**src/rtl/cusum_recovery_selector_defines.svh**
```systemverilog
// Assertion helpers for the recovery selector RTL.
`ifndef CUSUM_RECOVERY_SELECTOR_DEFINES_SVH
`define CUSUM_RECOVERY_SELECTOR_DEFINES_SVH

// Same-cycle implication, disabled while reset is high.
`define CRS_ASSERT_NOW(label, clk, rst, cond, prop) \
   label: assert property (@(posedge clk) disable iff (rst) (cond) |-> (prop)) \
      else $error("crs check failed");

// Next-cycle implication, disabled while reset is high.
`define CRS_ASSERT_NEXT(label, clk, rst, cond, prop) \
   label: assert property (@(posedge clk) disable iff (rst) (cond) |=> (prop)) \
      else $error("crs check failed");

`endif

```
**src/rtl/crs_pkg.sv**
```systemverilog
`default_nettype none

package crs_pkg;

   localparam int AXES    = 3;
   localparam int ANGLE_W = 31;
   localparam int CFG_W   = 31;
   localparam int SUM_W   = 32;
   localparam int IDX_W   = 3;

   // register indexes
   localparam logic [IDX_W-1:0] REG_BIAS_ROLL   = 3'd0;
   localparam logic [IDX_W-1:0] REG_BIAS_PITCH  = 3'd1;
   localparam logic [IDX_W-1:0] REG_BIAS_YAW    = 3'd2;
   localparam logic [IDX_W-1:0] REG_LIMIT_ROLL  = 3'd3;
   localparam logic [IDX_W-1:0] REG_LIMIT_PITCH = 3'd4;
   localparam logic [IDX_W-1:0] REG_LIMIT_YAW   = 3'd5;
   localparam logic [IDX_W-1:0] REG_EXIT_TOL    = 3'd6;

   // reset values
   localparam logic [CFG_W-1:0] BIAS_RESET  = '0;
   localparam logic [CFG_W-1:0] LIMIT_RESET = '1;
   localparam logic [CFG_W-1:0] TOL_RESET   = 31'd6554;  // 0.1 in Q15.16

   typedef logic signed [ANGLE_W-1:0] angle_q16_type;

   typedef struct packed {
      logic [AXES-1:0][CFG_W-1:0] bias;
      logic [AXES-1:0][CFG_W-1:0] limit;
      logic [CFG_W-1:0]           tol;
   } crs_cfg_type;

   typedef struct packed {
      logic over;    // updated sum above limit
      logic close;   // |residual - bias| below tolerance
   } crs_axis_status_type;

endpackage

`default_nettype wire

```
**src/rtl/crs_req_if.sv**
```systemverilog
`default_nettype none

interface crs_req_if import crs_pkg::*; ();
   logic          valid;
   logic          ready;
   angle_q16_type model_roll;
   angle_q16_type model_pitch;
   angle_q16_type model_yaw;
   angle_q16_type ctrl_roll;
   angle_q16_type ctrl_pitch;
   angle_q16_type ctrl_yaw;

   modport source (output valid, model_roll, model_pitch, model_yaw,
                   ctrl_roll, ctrl_pitch, ctrl_yaw, input ready);
   modport sink   (input valid, model_roll, model_pitch, model_yaw,
                   ctrl_roll, ctrl_pitch, ctrl_yaw, output ready);
endinterface

`default_nettype wire

```
**src/rtl/crs_rsp_if.sv**
```systemverilog
`default_nettype none

interface crs_rsp_if import crs_pkg::*; ();
   logic          valid;
   logic          ready;
   angle_q16_type chosen_roll;
   angle_q16_type chosen_pitch;
   angle_q16_type chosen_yaw;
   logic          in_recovery;

   modport source (output valid, chosen_roll, chosen_pitch, chosen_yaw,
                   in_recovery, input ready);
   modport sink   (input valid, chosen_roll, chosen_pitch, chosen_yaw,
                   in_recovery, output ready);
endinterface

`default_nettype wire

```
**src/rtl/crs_csr.sv**
```systemverilog
`default_nettype none

module crs_csr import crs_pkg::*; (
   input  wire logic             clock,
   input  wire logic             reset,
   input  wire logic             csr_we,
   input  wire logic [IDX_W-1:0] csr_index,
   input  wire logic [CFG_W-1:0] csr_data,
   output crs_cfg_type           cfg
);

   crs_cfg_type cfg_ff;
   crs_cfg_type cfg_in;

   // register decode; indexes past the list are dropped
   always_comb begin
      cfg_in = cfg_ff;
      if (csr_we) begin
         unique case (csr_index)
            REG_BIAS_ROLL:   cfg_in.bias[0]  = csr_data;
            REG_BIAS_PITCH:  cfg_in.bias[1]  = csr_data;
            REG_BIAS_YAW:    cfg_in.bias[2]  = csr_data;
            REG_LIMIT_ROLL:  cfg_in.limit[0] = csr_data;
            REG_LIMIT_PITCH: cfg_in.limit[1] = csr_data;
            REG_LIMIT_YAW:   cfg_in.limit[2] = csr_data;
            REG_EXIT_TOL:    cfg_in.tol      = csr_data;
            default:         cfg_in = cfg_ff;
         endcase
      end
   end

   always_ff @(posedge clock) begin
      if (reset) begin
         cfg_ff.bias  <= {AXES{BIAS_RESET}};
         cfg_ff.limit <= {AXES{LIMIT_RESET}};
         cfg_ff.tol   <= TOL_RESET;
      end else begin
         cfg_ff <= cfg_in;
      end
   end

   assign cfg = cfg_ff;

endmodule

`default_nettype wire

```
**src/rtl/crs_axis.sv**
```systemverilog
`default_nettype none

module crs_axis import crs_pkg::*; (
   input  wire logic             clock,
   input  wire logic             reset,
   input  wire logic             update,
   input  wire angle_q16_type    model,
   input  wire angle_q16_type    ctrl,
   input  wire logic [CFG_W-1:0] bias,
   input  wire logic [CFG_W-1:0] limit,
   input  wire logic [CFG_W-1:0] tol,
   output crs_axis_status_type   status
);

   logic [SUM_W-1:0]   sum_ff;
   logic [SUM_W-1:0]   sum_in;
   logic [ANGLE_W:0]   diff;
   logic [ANGLE_W:0]   diff_mag;
   logic [ANGLE_W-1:0] resid;
   logic [SUM_W+1:0]   acc;
   logic [CFG_W:0]     dev;
   logic [CFG_W:0]     dev_mag;

   // residual |model - ctrl|, always fits in 31 bits
   always_comb begin
      diff     = {model[ANGLE_W-1], model} - {ctrl[ANGLE_W-1], ctrl};
      diff_mag = diff[ANGLE_W] ? ((ANGLE_W+1)'(0) - diff) : diff;
      resid    = diff_mag[ANGLE_W-1:0];
   end

   // one-sided sum: clamp at zero below, saturate above
   always_comb begin
      acc = {2'b00, sum_ff} + {3'b000, resid} - {3'b000, bias};
      if (acc[SUM_W+1]) begin
         sum_in = '0;
      end else if (acc[SUM_W]) begin
         sum_in = '1;
      end else begin
         sum_in = acc[SUM_W-1:0];
      end
   end

   // exit test on |residual - bias|
   always_comb begin
      dev           = {1'b0, resid} - {1'b0, bias};
      dev_mag       = dev[CFG_W] ? ((CFG_W+1)'(0) - dev) : dev;
      status.over   = sum_in > {1'b0, limit};
      status.close  = dev_mag < {1'b0, tol};
   end

   always_ff @(posedge clock) begin
      if (reset) begin
         sum_ff <= '0;
      end else if (update) begin
         sum_ff <= sum_in;
      end
   end

endmodule

`default_nettype wire

```
**src/rtl/cusum_recovery_selector.sv**
```systemverilog
// Channel   Port        Dir  Contents
// request   req_chan    in   model and controller roll/pitch/yaw, Q15.16
// result    rsp_chan    out  chosen roll/pitch/yaw, in_recovery
// config    csr_*       in   write enable, index 0..6, 31-bit data
//
// One request per cycle sustained while the result side is ready.
// The request register feeds the per-axis sum update and the result register.
// Sums and the recovery flag advance only when a request moves into the result.
// A stalled result holds; the request register takes one more, then input stalls.
// Synchronous active-high reset clears sums, flag and valids; config goes to defaults.
`default_nettype none
`include "cusum_recovery_selector_defines.svh"

module cusum_recovery_selector import crs_pkg::*; (
   input  wire logic             clock,
   input  wire logic             reset,
   crs_req_if.sink               req_chan,
   crs_rsp_if.source             rsp_chan,
   input  wire logic             csr_we,
   input  wire logic [IDX_W-1:0] csr_index,
   input  wire logic [CFG_W-1:0] csr_data
);

   crs_cfg_type         cfg;
   crs_axis_status_type status [AXES];

   logic          s1_valid_ff;
   angle_q16_type model_ff [AXES];
   angle_q16_type ctrl_ff  [AXES];

   logic          rsp_valid_ff;
   logic          rsp_flag_ff;
   angle_q16_type chosen_ff [AXES];

   logic      flag_ff;
   logic      flag_in;
   logic      rsp_free;
   logic      advance;
   logic      req_take;
   logic      any_over;
   logic      all_close;

   crs_csr u_csr (
      .clock     (clock),
      .reset     (reset),
      .csr_we    (csr_we),
      .csr_index (csr_index),
      .csr_data  (csr_data),
      .cfg       (cfg)
   );

   // handshake: result slot free, request stage moves forward
   assign rsp_free       = !rsp_valid_ff || rsp_chan.ready;
   assign advance        = s1_valid_ff && rsp_free;
   assign req_chan.ready = !s1_valid_ff || rsp_free;
   assign req_take       = req_chan.valid && req_chan.ready;

   // request register
   always_ff @(posedge clock) begin
      if (reset) begin
         s1_valid_ff <= 1'b0;
      end else if (req_chan.ready) begin
         s1_valid_ff <= req_chan.valid;
      end
   end

   always_ff @(posedge clock) begin
      if (req_take) begin
         model_ff[0] <= req_chan.model_roll;
         model_ff[1] <= req_chan.model_pitch;
         model_ff[2] <= req_chan.model_yaw;
         ctrl_ff[0]  <= req_chan.ctrl_roll;
         ctrl_ff[1]  <= req_chan.ctrl_pitch;
         ctrl_ff[2]  <= req_chan.ctrl_yaw;
      end
   end

   // per-axis sums
   for (genvar a = 0; a < AXES; a++) begin : g_axis
      crs_axis u_axis (
         .clock  (clock),
         .reset  (reset),
         .update (advance),
         .model  (model_ff[a]),
         .ctrl   (ctrl_ff[a]),
         .bias   (cfg.bias[a]),
         .limit  (cfg.limit[a]),
         .tol    (cfg.tol),
         .status (status[a])
      );
   end

   // recovery flag: set on any sum over limit, clear when all axes settle
   always_comb begin
      any_over  = 1'b0;
      all_close = 1'b1;
      for (int a = 0; a < AXES; a++) begin
         any_over  = any_over | status[a].over;
         all_close = all_close & status[a].close;
      end
      flag_in = (flag_ff || any_over) && !all_close;
   end

   always_ff @(posedge clock) begin
      if (reset) begin
         flag_ff      <= 1'b0;
         rsp_valid_ff <= 1'b0;
      end else begin
         if (advance) begin
            flag_ff <= flag_in;
         end
         if (rsp_free) begin
            rsp_valid_ff <= s1_valid_ff;
         end
      end
   end

   // result register
   always_ff @(posedge clock) begin
      if (advance) begin
         rsp_flag_ff <= flag_in;
         for (int a = 0; a < AXES; a++) begin
            chosen_ff[a] <= flag_in ? model_ff[a] : ctrl_ff[a];
         end
      end
   end

   assign rsp_chan.valid        = rsp_valid_ff;
   assign rsp_chan.in_recovery  = rsp_flag_ff;
   assign rsp_chan.chosen_roll  = chosen_ff[0];
   assign rsp_chan.chosen_pitch = chosen_ff[1];
   assign rsp_chan.chosen_yaw   = chosen_ff[2];

   // checks
   `CRS_ASSERT_NOW(a_flag_matches, clock, reset, rsp_valid_ff, rsp_flag_ff == flag_ff)
   `CRS_ASSERT_NEXT(a_req_held, clock, reset, s1_valid_ff && !advance, s1_valid_ff)
   `CRS_ASSERT_NEXT(a_advance_fills, clock, reset, advance, rsp_valid_ff)
   `CRS_ASSERT_NOW(a_ready_when_empty, clock, reset, !s1_valid_ff, req_chan.ready)

endmodule

`default_nettype wire
```
**src/flat_wrapper.sv**
```systemverilog
// flat-port wrapper written by rule: the top's interface ports become plain ports
module cusum_recovery_selector_flat import crs_pkg::*;
  (clock, reset, csr_we, csr_index, csr_data, req_chan_valid, req_chan_model_roll, req_chan_model_pitch, req_chan_model_yaw, req_chan_ctrl_roll, req_chan_ctrl_pitch, req_chan_ctrl_yaw, req_chan_ready, rsp_chan_valid, rsp_chan_chosen_roll, rsp_chan_chosen_pitch, rsp_chan_chosen_yaw, rsp_chan_in_recovery, rsp_chan_ready);
  crs_req_if req_chan_i ();
  crs_rsp_if rsp_chan_i ();
  input  wire logic clock;
  input  wire logic reset;
  input  wire logic csr_we;
  input  wire logic [IDX_W-1:0] csr_index;
  input  wire logic [CFG_W-1:0] csr_data;
  input wire logic [$bits(req_chan_i.valid)-1:0] req_chan_valid;
  input wire logic [$bits(req_chan_i.model_roll)-1:0] req_chan_model_roll;
  input wire logic [$bits(req_chan_i.model_pitch)-1:0] req_chan_model_pitch;
  input wire logic [$bits(req_chan_i.model_yaw)-1:0] req_chan_model_yaw;
  input wire logic [$bits(req_chan_i.ctrl_roll)-1:0] req_chan_ctrl_roll;
  input wire logic [$bits(req_chan_i.ctrl_pitch)-1:0] req_chan_ctrl_pitch;
  input wire logic [$bits(req_chan_i.ctrl_yaw)-1:0] req_chan_ctrl_yaw;
  output wire logic [$bits(req_chan_i.ready)-1:0] req_chan_ready;
  output wire logic [$bits(rsp_chan_i.valid)-1:0] rsp_chan_valid;
  output wire logic [$bits(rsp_chan_i.chosen_roll)-1:0] rsp_chan_chosen_roll;
  output wire logic [$bits(rsp_chan_i.chosen_pitch)-1:0] rsp_chan_chosen_pitch;
  output wire logic [$bits(rsp_chan_i.chosen_yaw)-1:0] rsp_chan_chosen_yaw;
  output wire logic [$bits(rsp_chan_i.in_recovery)-1:0] rsp_chan_in_recovery;
  input wire logic [$bits(rsp_chan_i.ready)-1:0] rsp_chan_ready;
  assign req_chan_i.valid = req_chan_valid;
  assign req_chan_i.model_roll = req_chan_model_roll;
  assign req_chan_i.model_pitch = req_chan_model_pitch;
  assign req_chan_i.model_yaw = req_chan_model_yaw;
  assign req_chan_i.ctrl_roll = req_chan_ctrl_roll;
  assign req_chan_i.ctrl_pitch = req_chan_ctrl_pitch;
  assign req_chan_i.ctrl_yaw = req_chan_ctrl_yaw;
  assign req_chan_ready = req_chan_i.ready;
  assign rsp_chan_valid = rsp_chan_i.valid;
  assign rsp_chan_chosen_roll = rsp_chan_i.chosen_roll;
  assign rsp_chan_chosen_pitch = rsp_chan_i.chosen_pitch;
  assign rsp_chan_chosen_yaw = rsp_chan_i.chosen_yaw;
  assign rsp_chan_in_recovery = rsp_chan_i.in_recovery;
  assign rsp_chan_i.ready = rsp_chan_ready;
  cusum_recovery_selector u_core (.clock(clock), .reset(reset), .req_chan(req_chan_i), .rsp_chan(rsp_chan_i), .csr_we(csr_we), .csr_index(csr_index), .csr_data(csr_data));
endmodule
```
**config.mk**
```make
export PLATFORM = sky130hd
export DESIGN_NAME = cusum_recovery_selector_flat
export DESIGN_NICKNAME = d
export VERILOG_FILES = /design/src/rtl/crs_pkg.sv /design/src/rtl/crs_req_if.sv /design/src/rtl/crs_rsp_if.sv /design/src/rtl/crs_csr.sv /design/src/rtl/crs_axis.sv /design/src/rtl/cusum_recovery_selector.sv /design/src/flat_wrapper.sv
export VERILOG_INCLUDE_DIRS = /design/src /design/src/rtl
export SDC_FILE = /design/constraint.sdc
export NUM_CORES = 2
export LEC_CHECK = 0
export ABC_AREA = 1
export BUFFER_PORTS_ARGS = -buffer_cell sky130_fd_sc_hd__buf_2
export CORE_ASPECT_RATIO = 0.7
export CORE_MARGIN = 1
export CORE_UTILIZATION = 64
export DETAILED_ROUTE_END_ITERATION = 10
export HOLD_SLACK_MARGIN = 0.12
export PLACE_DENSITY = 0.92
export SLEW_MARGIN = 20
export SYNTH_ARGS = -nofsm -noshare
export SYNTH_HDL_FRONTEND = slang
export SYNTH_SLANG_ARGS = --single-unit
```
**constraint.sdc**
```tcl
create_clock -name clock -period 15.67 [get_ports clock]
set_input_delay 0.7835 -clock clock [delete_from_list [all_inputs] [get_ports clock]]
set_output_delay 0.7835 -clock clock [all_outputs]
set_load 0.01 [all_outputs]
```
* After elaboration in Yosys (flattened, before gate mapping)
Memories as Yosys holds them, arrays and structs flattened.
Index checks and enable logic that the tools add are counted.
** Storage, ports and cells
- Output and inout port bits :: 96
- Logic and storage cells :: 87
- Memories :: 3
- Bits in registers :: 317
- Bits of input ports :: 225
- Memory bits (writable) :: 279
** Cells by class
- Bitwise gates (word level) :: 4
- Order comparisons :: 6
- Reduce and logical (&&, ||, !) cells :: 17
- Muxes and demuxes :: 19
- Add/subtract/negate cells :: 18
- Equality and inequality tests :: 6
** Memory list
- u_core.chosen_ff :: depth 3, bits a word 31, read ports 3, clocked after memory_dff 0, write ports 3, RTL line cusum_recovery_selector.sv:33 : angle_q16_type chosen_ff [AXES];
- u_core.ctrl_ff :: depth 3, bits a word 31, read ports 3, clocked after memory_dff 0, write ports 3, RTL line cusum_recovery_selector.sv:29 : angle_q16_type ctrl_ff [AXES];
- u_core.model_ff :: depth 3, bits a word 31, read ports 3, clocked after memory_dff 0, write ports 3, RTL line cusum_recovery_selector.sv:28 : angle_q16_type model_ff [AXES];
** Operator list (number)
- 32-bit two-way mux :: 9
- 31-bit by 31-bit subtractor with 32-bit output :: 6
- 31-bit two-way mux :: 6
- 33-bit by 31-bit subtractor with 34-bit output :: 3
- 32-bit by 31-bit adder with 33-bit output :: 3
- 32-bit by 31-bit > comparator with 1-bit output :: 3
- 32-bit by 31-bit less-than comparator with 1-bit output :: 3
- 1-bit by 32-bit subtractor with 32-bit output, first input constant :: 3
- 1-bit by 31-bit subtractor with 31-bit output, first input constant :: 3
- 2-bit AND reduction :: 7
- 3-bit == test, second input constant :: 3
- 3-bit by 2-bit == test with 1-bit output, second input constant :: 2
- 1-bit two-way mux :: 4
- 3-bit by 1-bit == test with 1-bit output, second input constant :: 1
- 1-bit logical AND :: 3
- 1-bit zero test :: 3
- 3-bit zero test :: 1
- 1-bit logical OR :: 3
- 1-bit AND :: 2
- 1-bit OR :: 2

* Logic depth before layout (Yosys ltp)
An unclocked memory read counts as a cell.
- Depth after elaboration :: 14
- Depth in mapped cells :: 64
- Depth with buffers taken out :: 62

* Hierarchy
From an unflattened synthesis, not the netlist that was laid out.
** Unflattened totals
- Cells, all modules :: 6880
- Area, all modules :: 49163.4 um^2
** By module, submodules not included
- crs_axis at u_core.g_axis[2].u_axis :: sequential area each 640.6 um^2, cells an instance 1730, times used 1, area each 10551.4 um^2
- crs_axis at u_core.g_axis[1].u_axis :: sequential area each 640.6 um^2, cells an instance 1719, times used 1, area each 10437.5 um^2
- crs_axis at u_core.g_axis[0].u_axis :: sequential area each 640.6 um^2, cells an instance 1708, times used 1, area each 10351.2 um^2
- cusum_recovery_selector :: sequential area each 8468.1 um^2, cells an instance 603, times used 1, area each 9758.1 um^2
- crs_csr :: sequential area each 4344.2 um^2, cells an instance 1120, times used 1, area each 8065.2 um^2

* Worst setup path before layout
Ideal clock, no wire load.
- Path type :: reg2reg
- Start point :: memory u_core.ctrl_ff[0][62] in the netlist's numbering
- End point :: memory u_core.chosen_ff[0][1] in the netlist's numbering, data pin
- Setup time :: 252 ps
- Arrival time :: 6816 ps
- Required time :: 15418 ps
- Path buffers :: 3
- Slack :: 8601 ps
- Stages on the path, launching flop included :: 60
- Period minus slack after synthesis :: 7069 ps
- Cell sequence :: edfxtp_1 > ha_1 > fa_1 > inv_1 > nand3_1 > nand2_1 > a21boi_2 > o21ai_1 > nand2_1 > nand2_1 > nand2_1 > nand2_1 > nand2_1 > nand2_1 > inv_1 > nor2_1 > nand2_1 > nor2_1 > [24 not listed] > nor2_1 > a21boi_0 > o21ai_0 > nand2_1 > nand2_1 > nand3_1 > nand2_1 > nand2_1 > nand2_1 > nand2_1 > nand2_1 > nand2_1 > nor2_1 > nand3_2 > buf_4 > buf_2 > nand3_1 > nand2_1
** RTL lines (RTL line)
- from (decl) :: cusum_recovery_selector.sv:29
- to (decl) :: cusum_recovery_selector.sv:33

==> results.sh <==
export IMPL_antenna_found_initial=28
export IMPL_routed_wire_length_per_instance_um=21.1
export IMPL_cts_tree="done"
export IMPL_via_per_inst=6.04
export IMPL_rsz0062_at_grt="no"
export IMPL_dr_pass1_iters=7
export IMPL_grt_max_degree=125
export IMPL_p_total_mw=11.4
export IMPL_place_gp_congestion=1.08
export IMPL_drtIter0Drc=7484
export IMPL_cts_setup_buffers=0
export IMPL_area_growth_synth_to_final_pct=9.04
export IMPL_port_buffer_count=320
export IMPL_core_sq_um=79000
export IMPL_hpwlAfterDp_um=144000
export IMPL_max_stage_delay_ns=0.82
export IMPL_nets=8448
export IMPL_cpMostUsedCell="nand2_1"
export IMPL_die_w_um=340
export IMPL_fin_worst_skew_ns=0.0637
export IMPL_drive_gt1_share_pct=6.92
export IMPL_clock_sinks=596
export IMPL_io_pins=321
export IMPL_synthDistinctLibCells=60
export IMPL_ys_seq_area_share_pct=28.8
export IMPL_grt_pass1_wl_um=277000
export IMPL_status="complete, no violations"
export IMPL_required_ns=16.23
export IMPL_crit_path_start="u_core.ctrl_ff[0][33]$_DFFE_PP_"
export IMPL_crit_arrival_ns=12.28
export IMPL_htreeDepth=2
export IMPL_grt_overflow=0
export IMPL_ys_async_sr_fraction_pct=0
export IMPL_first_global_vias=48300
export IMPL_fin_cells=8786
export IMPL_hold_path_class="input port to flop"
export IMPL_switching_share_pct=54.4
export IMPL_yosysWarnings=0
export IMPL_cp_num_buf_inv=7
export IMPL_clockBufferDepth=3
export IMPL_fin_setup_tns_ns=0
export IMPL_clock_latency_ns=0.72
export IMPL_synth_top_area_share_pct=16.4
export IMPL_drv_cap=0
export IMPL_netSwitchingPower_mw=6.21
export IMPL_period_share_pct=74.8
export IMPL_synth_cell_area_sq_um=51200
export IMPL_rows=86
export IMPL_utilization_pct=70.7
export IMPL_dp_slack_ns=4.49
export IMPL_worst_slew_pin_slew_ns=1.16
export IMPL_drv_slew=0
export IMPL_setup_viol=0
export IMPL_grt_usage_pct=44.0
export IMPL_synth_nets=8204
export IMPL_worstSetupPathType="flop to flop"
export IMPL_crit_slowest_cell="buf_4"
export IMPL_worst_slack_ns=3.95
export IMPL_fp_dieH_um=239
export IMPL_holdBufCountCts=0
export IMPL_fin_crit_ns=11.72
export IMPL_critPathLaunchType="flop"
export IMPL_drc=0
export IMPL_crit_family="simple AND/OR/NAND/NOR gates"
export IMPL_post_cts_resize_count=0
export IMPL_vias=53000
export IMPL_power_frac_seq_pct=17.0
export IMPL_max_freq_ghz=0.0853
export IMPL_synth_top_area_cell="edfxtp_1"
export IMPL_worstPathMaxFanout=84
export IMPL_p_int_mw=5.21
export IMPL_clk_pin_slew_worst_paths_ns=0.07
export IMPL_cp_end_kind="flop"
export IMPL_vdd_drop_max_v=0.000156
export IMPL_synth_cells=7406
export IMPL_ys_flop_type="dfxtp_1"
export IMPL_relSlewSlack_pct=23.0
export IMPL_routed_wl_um=185000
export IMPL_antenna_left=0
export IMPL_clkPwrFrac_pct=13.7
export IMPL_finalHoldViolations=0
export IMPL_start_util_pct=64.8
export IMPL_ys_top_cells_by_area="edfxtp_1, nand2_1, dfxtp_1"
export IMPL_rr_startpoint="u_core.ctrl_ff[0][33]$_DFFE_PP_"
export IMPL_cts_buffers_inserted=59
export IMPL_dp_cells=8643
export IMPL_die_area_sq_um=81200
export IMPL_power_density_nw_per_um2=205
export IMPL_synth_edf_count=280
export IMPL_hold_start="req_chan_ctrl_yaw[18]"
export IMPL_p_leak_nw=27.9
export IMPL_ys_seq_elements=596
export IMPL_combPwrFrac_pct=69.3
export IMPL_syn_avg_cell_area_sq_um=6.92
export IMPL_root_buffer="clkbuf_16"
==> registers in the layout, indices dropped and copies added, names as in the netlist <==
signal / count
u_core.ctrl_ff: 93
u_core.flag_ff: 1
u_core.model_ff: 93
u_core.s1_valid_ff: 1
u_core.chosen_ff: 93
u_core.u_csr.cfg: 217
u_core.g_axis.u_axis.sum_ff: 96
u_core.rsp_chan.valid: 1
u_core.rsp_chan.in_recovery: 1
==> per-layer routing <==
| layer | GRT usage [%] | vias to the layer above | routed length (um) |
|---|---|---|---|
| met5 | 0 | - | 13 |
| met4 | 20.5 | 2 | 9100 |
| met3 | 11.1 | 567 | 25300 |
| met2 | 65.1 | 3485 | 77200 |
| met1 | 60.3 | 24300 | 73700 |
| li1 | - | 24600 | - |
==> stage by stage <==
step | hold WS [ns] | cell area, sq um
global placement | 0.468 | 53600
global route | 0.234 | 55800
floorplan | 0.449 | 51200
finish | 0.246 | 55800
detailed placement | 0.473 | 53600
CTS | 0.225 | 55700
==> worst paths after layout <==
check	to	slack, ns	depth (start not counted)
max	u_core.chosen_ff[0][21]$_DFFE_PP_	3.95	53
min	u_core.ctrl_ff[0][80]$_DFFE_PP_	0.25	1
max reg2reg	u_core.chosen_ff[0][21]$_DFFE_PP_	3.95	53
min reg2reg	u_core.u_csr.cfg[31]$_SDFFE_PP1P_	0.48	2
==> cells in the mapped netlist, drive strengths merged (30+ instances only) <==
library cell / number
nand2: 1819
inv: 1280
a21oi: 679
nor2: 603
o21ai: 557
ha: 474
nand3: 381
dfxtp: 316
edfxtp: 280
xor2: 210
clkbuf: 126
nand4: 100
fa: 99
o211ai: 80
xnor2: 74
nor3: 72
buf: 36
nor4: 30
==> cell usage in the layout, fill, tap and decap left out, drive strengths merged, types with 2 or more instances in the layout <==
master       n
nand2     1819
inv       1288
a21oi      679
nor2       603
o21ai      557
ha         474
nand3      381
buf        345
dfxtp      316
edfxtp     280
xor2       210
nand4      100
fa          99
o211ai      80
xnor2       74
clkbuf      73
nor3        72
diode       30
nor4        30
nand3b      28
a21o        26
clkinv      26
o21a        20
o21bai      19
a31oi       16
a21boi      14
or2         12
a211oi       9
and2         7
bufinv       7
nor3b        5
o31ai        5
o221ai       5
and3         4
clkinvlp     4
o211a        3
o2111ai      2
mux2i        2
==> cell families (layout without fill, tap and decap cells) <==
kind of cell | count (synthesis) | after routing | synth area share (%)
xor gates and xnor gates | 284 | 284 | 4.92
AOI/OAI and AO/OA | 1439 | 1439 | 15.2
adders and majority gates | 573 | 573 | 15.4
and+or+nand+nor | 3063 | 3063 | 24.8
muxes | 2 | 2 | 0.0391
other | 0 | 30 | 0
DFF | 596 | 596 | 28.8
buffers and inverters | 1449 | 1743 | 10.8
==> final cells by class <==
cell class | count | area [sq um]
inverters | 1287 | 4840
flip-flops and latches | 596 | 14700
diodes | 30 | 75.1
multi-input cells | 5361 | 31000
clock inverters | 38 | 468
fillers | 6577 | 23100
well taps | 1056 | 1320
clock buffers | 73 | 1610
repair buffers | 345 | 1820
==> power groups by stage <==
stage                     Combinational [mW]  Sequential, mW  Clock (mW)
after floorplan                         5.40            1.97           0
after global placement                  7.29            1.96           0
after detailed placement                7.48            1.96           0
after CTS                               7.57            1.93        1.56
after global routing                    8.67            1.95        1.62
final                                   7.92            1.94        1.57
Note: power is estimated with default switching activity, not from simulation.
